### src/hdl/truss_bar_stiffness_2d_defines.svh
// assertion macros shared by the block
`ifndef TRUSS_BAR_STIFFNESS_2D_DEFINES_SVH
`define TRUSS_BAR_STIFFNESS_2D_DEFINES_SVH

// same-cycle implication
`define TBS_ASSERT_NOW(label, pre, post) \
	label: assert property (@(posedge clk) disable iff (!arst_n) (pre) |-> (post)) \
		else $error("tbs check failed");

// next-cycle implication
`define TBS_ASSERT_NEXT(label, pre, post) \
	label: assert property (@(posedge clk) disable iff (!arst_n) (pre) |=> (post)) \
		else $error("tbs check failed");

`endif

### src/hdl/tbs_pkg.sv
package tbs_pkg;
	localparam int COORD_W = 32;
	localparam int DIFF_W  = 33;
	localparam int SUM_W   = 66;
	localparam int LEN_W   = 33;
	localparam int K_W     = 63;
	localparam int COS_W   = 33;
	localparam logic [K_W-1:0] MAX63 = {K_W{1'b1}};
endpackage

### src/hdl/tbs_sqrt.sv
module tbs_sqrt #(
	parameter int TW = 8
) (
	input  logic                         clk,
	input  logic                         arst_n,
	input  logic                         en,
	input  logic                         in_v,
	input  logic [tbs_pkg::SUM_W-1:0]    val,
	input  logic [TW-1:0]                tag_in,
	output logic                         out_v,
	output logic [tbs_pkg::LEN_W-1:0]    root,
	output logic [TW-1:0]                tag_out
);
	localparam int N  = tbs_pkg::LEN_W;
	localparam int VW = tbs_pkg::SUM_W;
	localparam int RW = N + 2;

	logic [RW-1:0] rem_s  [N];
	logic [N-1:0]  root_s [N];
	logic [VW-1:0] val_s  [N];
	logic [TW-1:0] tag_s  [N];
	logic          v_s    [N];

	for (genvar i = 0; i < N; i++) begin : g_stage
		logic [RW-1:0] rem_p;
		logic [N-1:0]  root_p;
		logic [VW-1:0] val_p;
		logic [TW-1:0] tag_p;
		logic          v_p;
		logic [RW+1:0] trial;
		logic [RW+1:0] sub;
		logic          ge;

		if (i == 0) begin : g_first
			assign rem_p  = '0;
			assign root_p = '0;
			assign val_p  = val;
			assign tag_p  = tag_in;
			assign v_p    = in_v;
		end else begin : g_next
			assign rem_p  = rem_s[i-1];
			assign root_p = root_s[i-1];
			assign val_p  = val_s[i-1];
			assign tag_p  = tag_s[i-1];
			assign v_p    = v_s[i-1];
		end

		assign trial = {rem_p, val_p[VW-1 -: 2]};
		assign sub   = {1'b0, root_p, 2'b01};
		assign ge    = trial >= sub;

		always_ff @(posedge clk or negedge arst_n) begin
			if (!arst_n) begin
				v_s[i] <= 1'b0;
			end else if (en) begin
				v_s[i] <= v_p;
			end
		end

		always_ff @(posedge clk) begin
			if (en) begin
				rem_s[i]  <= ge ? RW'(trial - sub) : RW'(trial);
				root_s[i] <= {root_p[N-2:0], ge};
				val_s[i]  <= {val_p[VW-3:0], 2'b00};
				tag_s[i]  <= tag_p;
			end
		end
	end

	assign out_v   = v_s[N-1];
	assign root    = root_s[N-1];
	assign tag_out = tag_s[N-1];
endmodule

### config.mk
export PLATFORM = sky130hd
export DESIGN_NAME = tbs_sqrt
export DESIGN_NICKNAME = d
export VERILOG_FILES = /design/src/hdl/truss_bar_stiffness_2d_defines.svh /design/src/hdl/tbs_pkg.sv /design/src/hdl/tbs_sqrt.sv
export SDC_FILE = /design/constraint.sdc
export NUM_CORES = 2
export LEC_CHECK = 0
export BUFFER_PORTS_ARGS = -buffer_cell sky130_fd_sc_hd__buf_2
export CAP_MARGIN = 5
export CORE_MARGIN = 1.5
export CORE_UTILIZATION = 48
export DETAILED_ROUTE_END_ITERATION = 16
export GPL_ROUTABILITY_DRIVEN = 0
export PLACE_DENSITY_LB_ADDON = 0.2
export SYNTH_ARGS = -nofsm -noshare
export SYNTH_HDL_FRONTEND = slang
export SYNTH_MEMORY_MAX_BITS = 65536
export SYNTH_SLANG_ARGS = --single-unit
### constraint.sdc
create_clock -name clk -period 7.44 [get_ports clk]
set_clock_uncertainty 0.2 [all_clocks]
set_input_delay 0.372 -clock clk [delete_from_list [all_inputs] [get_ports clk]]
set_output_delay 0.372 -clock clk [all_outputs]
set_load 0.1 [all_outputs]
# Word-level counts from Yosys, hierarchy flattened
# Memories as Yosys holds them, arrays and structs flattened.
# Index checks and enable logic that the tools add are counted.
# totals
reg_bits	33
mem_bits_rw	4620
inputBits	78
output_inout_bits	42
wordCells	138
memories	4
# memory_table
memory	depth	width	rd	rd_ports_with_merged_regs	write_ports	line	rtl
val_s	33	64	32	0	33	tbs_sqrt.sv:20	logic [VW-1:0] val_s [N];
rem_s	33	35	32	0	33	tbs_sqrt.sv:18	logic [RW-1:0] rem_s [N];
root_s	33	33	33	0	33	tbs_sqrt.sv:19	logic [N-1:0] root_s [N];
tag_s	33	8	33	0	33	tbs_sqrt.sv:21	logic [TW-1:0] tag_s [N];
# op_classes
n_addsub	33
magnitude_cmp	33
muxes	35
# op_table
op	n
37-bit by 35-bit >= comparator with 1-bit output	32
35-bit 2-to-1 mux	33
35-bit subtractor	32
2-bit by 1-bit subtractor with 3-bit output, second input constant	1
2-bit by 1-bit >= comparator with 1-bit output, second input constant	1
1-bit 2-to-1 mux	2

# Depth between registers and ports, before layout
# An unclocked memory read counts as a cell.
# depth
ltp_word	3
mapped_depth	14
mapped_depth_nobuf	12

# Worst setup path after synthesis
# Ideal clock, no wire load.
# synth_path
path_type	register -> register
start	memory rem_s[0][115] (netlist name)
end	memory rem_s[0][155] (netlist name), data pin
setup_time_ns	0.271
t_arrival_ns	3.185
required_time_ns	6.969
setup_slack_ns	3.784
path_stages_with_launch	12
n_path_buf	2
period_less_slack_ns	3.656
path_cell_list	edfxtp_1 > buf_6 > or4_4 > or4_4 > nor4b_4 > or4b_4 > or4_1 > buf_6 > and3_4 > nand2_4 > nor4_1 > xor2_1
# synth_lines
item	line
from (decl)	tbs_sqrt.sv:18

==> results by group <==
Run status
  – Status: finished, final reports clean

Synthesis
  – Synth Register Bits: between 2000 and 3000
  – Ys async rst share: 0.0111
  – Post-synthesis average cell area: approximately 13 µm²
  – Synth Flop Type: edfxtp_1
  – Mapped Cells: approximately 10000
  – Synth unique cells: just over 90
  – Most common cell in the netlist: edfxtp_1
  – Synth top area cells: edfxtp_1, ha_1, xnor2_1
  – Syn Nets: 10906
  – Yosys top cell area share: 0.654
  – Yosys warnings: 0
  – Mapped Area: approximately 0.14 mm²
  – Register area share after synthesis: 0.660
  – Post-synth EDFFs: 2948
  – Synth area leader: edfxtp_1
  – Commonest cells post-synth: edfxtp_1, inv_1, nand2_1

CTS
  – CTS tree: built
  – Inserted Clock Buffers: 323
  – CTS root buf: clkbuf_16
  – Clock sink total: ~3000
  – CTS Buffer Depth: 4
  – CTS H-Tree Depth: 5
  – Clock-pin slew on the worst setup and hold paths: 0.06 ns
  – Clock latency at the later pin of the worst-skew pair: between 0.8 and 0.9 ns

Power
  – Pwr dens: about 310 mW/mm²
  – Tot Pwr: 47.6 mW
  – Max VDD drop: roughly 0.00024 V
  – Pleak: between 50 and 60 nW

Global route
  – Largest net degree at the start of global routing: 184
  – Vias in the first global route: between 70000 and 80000
  – Grt total ovfl: 0
  – Total track usage: 0.188
  – Initial antenna violation count: 3
  – First-pass GRT wire length: 431 mm

Setup path
  – Worst path required time: slightly below 8 ns
  – Worst Path Max Fanout: 33
  – Crit start category: flop
  – Setup CP Type: reg -> reg
  – CP arrival: 5.18 ns
  – CP endpoint kind: flop
  – R2r setup slk: roughly 2.7 ns

Drt
  – Drt first pass iters: 6
  – DR DRC count: 0
  – Routed Antenna Nets: 0
  – WL/cell: between 15 and 20 µm
  – Initial drt markers: 6690
  – DRT Wirelength: 274 mm
  – Vias/cell: roughly 5.5
  – Routed vias: roughly 81000

Timing
  – Relative slew slack: 0.217
  – Worst hold margin: slightly above 0.07 ns
  – Max frequency: 211 MHz
  – Final Critical Period: about 4.7 ns
  – Final period util: 0.638
  – RSZ-0062 raised after global routing: false
  – Final slew viol count: 0
  – Fin. Hold Viols: 0
  – Final setup viols: 0
  – Slew at the pin closest to its max-slew limit: around 1.2 ns
  – Setup tns final: 0 ns

Finish
  – Number of fill cells: roughly 23000
  – Multi-input logic area: ~0.042 mm²
  – Area occupied by registers: 0.0894 mm²
  – Final Util: 0.545
  – Final #Nets: 11341
  – Fin cells: roughly 15000
  – Synth-to-Final Area Change: 12.6%
  – Share of cells above drive strength 1: 0.0784

Floorplanning
  – Die Area: approximately 0.29 mm²
  – I/O Pins: 120
  – Initial Util: 0.484
  – Core region area: 0.280 mm²
  – Row count: between 150 and 200
  – Die H: 534 µm
  – Die span in x: 534 µm

Min path
  – Hold WC Path Type: in -> reg

Placed design
  – Dpl hpwl: approximately 190 mm
  – IO Port Bufs: about 120
  – Inst Count DP: 13917

Flow run
  – Max-cap viol count: 0
flip-flops by register name, indices dropped and copies added (netlist names):
name,cells
tag_s,264
root_s,561
g_stage.v_p,32
val_s,1056
out_v,1
rem_s,1067
layout by cell type, fill, tap and decap left out, types with 128 or more instances in the layout:
master	n
nor3_1	286
o21ai_0	516
a21o_1	275
ha_1	596
xnor2_1	474
nor4_1	128
dlygate4sd3_1	147
nand2_1	691
nand3_1	165
edfxtp_1	2948
clkbuf_16	332
o21a_1	128
a21oi_1	589
nor2_1	609
inv_1	755
xor2_1	410
metrics by stage:
stage / worst slack (ns) / area (µm²)
after floorplan: 3.78 / 135000
after global placement: 2.84 / 141000
after detailed placement: 2.83 / 141000
after CTS: 2.78 / 152000
after global routing: 2.36 / 152000
final: 2.69 / 152000
repair_timing:
action	CTS	global route
hold endpoints to repair	213	0
buffers inserted	0	0
hold buffers	148	0
resized for setup	0	0
metal layers:
metal	GRT usage	share of wire	vias to the layer above
met3	0.0250	0.050	578
met2	0.319	0.48	2187
met1	0.248	0.43	39222
met4	0.0710	0.036	0
li1	-	-	38881
met5	0	0	-
path summary, 6_finish.rpt:
check                                  end  cells past startpoint          start
hold / removal                 val_s[0][2]                      2         val[2]
min in group asynchronous  g_stage[21].v_p                      4         arst_n
hold reg to reg               tag_s[0][84]                      0   tag_s[0][76]
max in group asynchronous   g_stage[2].v_p                      4         arst_n
setup reg to reg            rem_s[0][1029]                     10  rem_s[0][984]
setup / recovery            rem_s[0][1029]                     10  rem_s[0][984]
logic make-up (layout without fill, tap and decap cells):
logic type | after synthesis | in the layout | synth area share
adders and majority gates | 596 | 596 | 0.0551
muxes | 124 | 124 | 0.0102
and+or+nand+nor | 2639 | 2639 | 0.0967
DFF | 2981 | 2981 | 0.660
xor gates and xnor gates | 884 | 884 | 0.0572
buffers and inverters | 984 | 1667 | 0.0275
other | 1 | 2 | 0.0000277
AOI/OAI and AO/OA | 2023 | 2023 | 0.0933
critical path, cell delays in order, from the launching register on:
cell	delay [ns]
edfxtp_1	0.39
ha_1	0.37
and3_1	0.23
and3_1	0.22
a22oi_1	0.52
o31ai_1	0.24
a221oi_1	0.40
o31a_1	0.94
buf_4	0.43
inv_1	0.23
mux2_2	0.32
area by class of cell:
type	instances	area share
Antenna cell	1	0.0000164
Clock buffer	390	0.0562
Clock inverter	183	0.0118
Inverter	760	0.0187
Multi-Input combinational cell	6267	0.278
Sequential cell	2981	0.586
Tap cell	3724	0.0306
Timing Repair Buffer	334	0.0185
report_power, final:
part           internal [mW]  switching (mW)
registers               21.1            1.35
logic                   3.89            5.61
clock network           9.19            6.45
(Power assumes the default switching activity.)
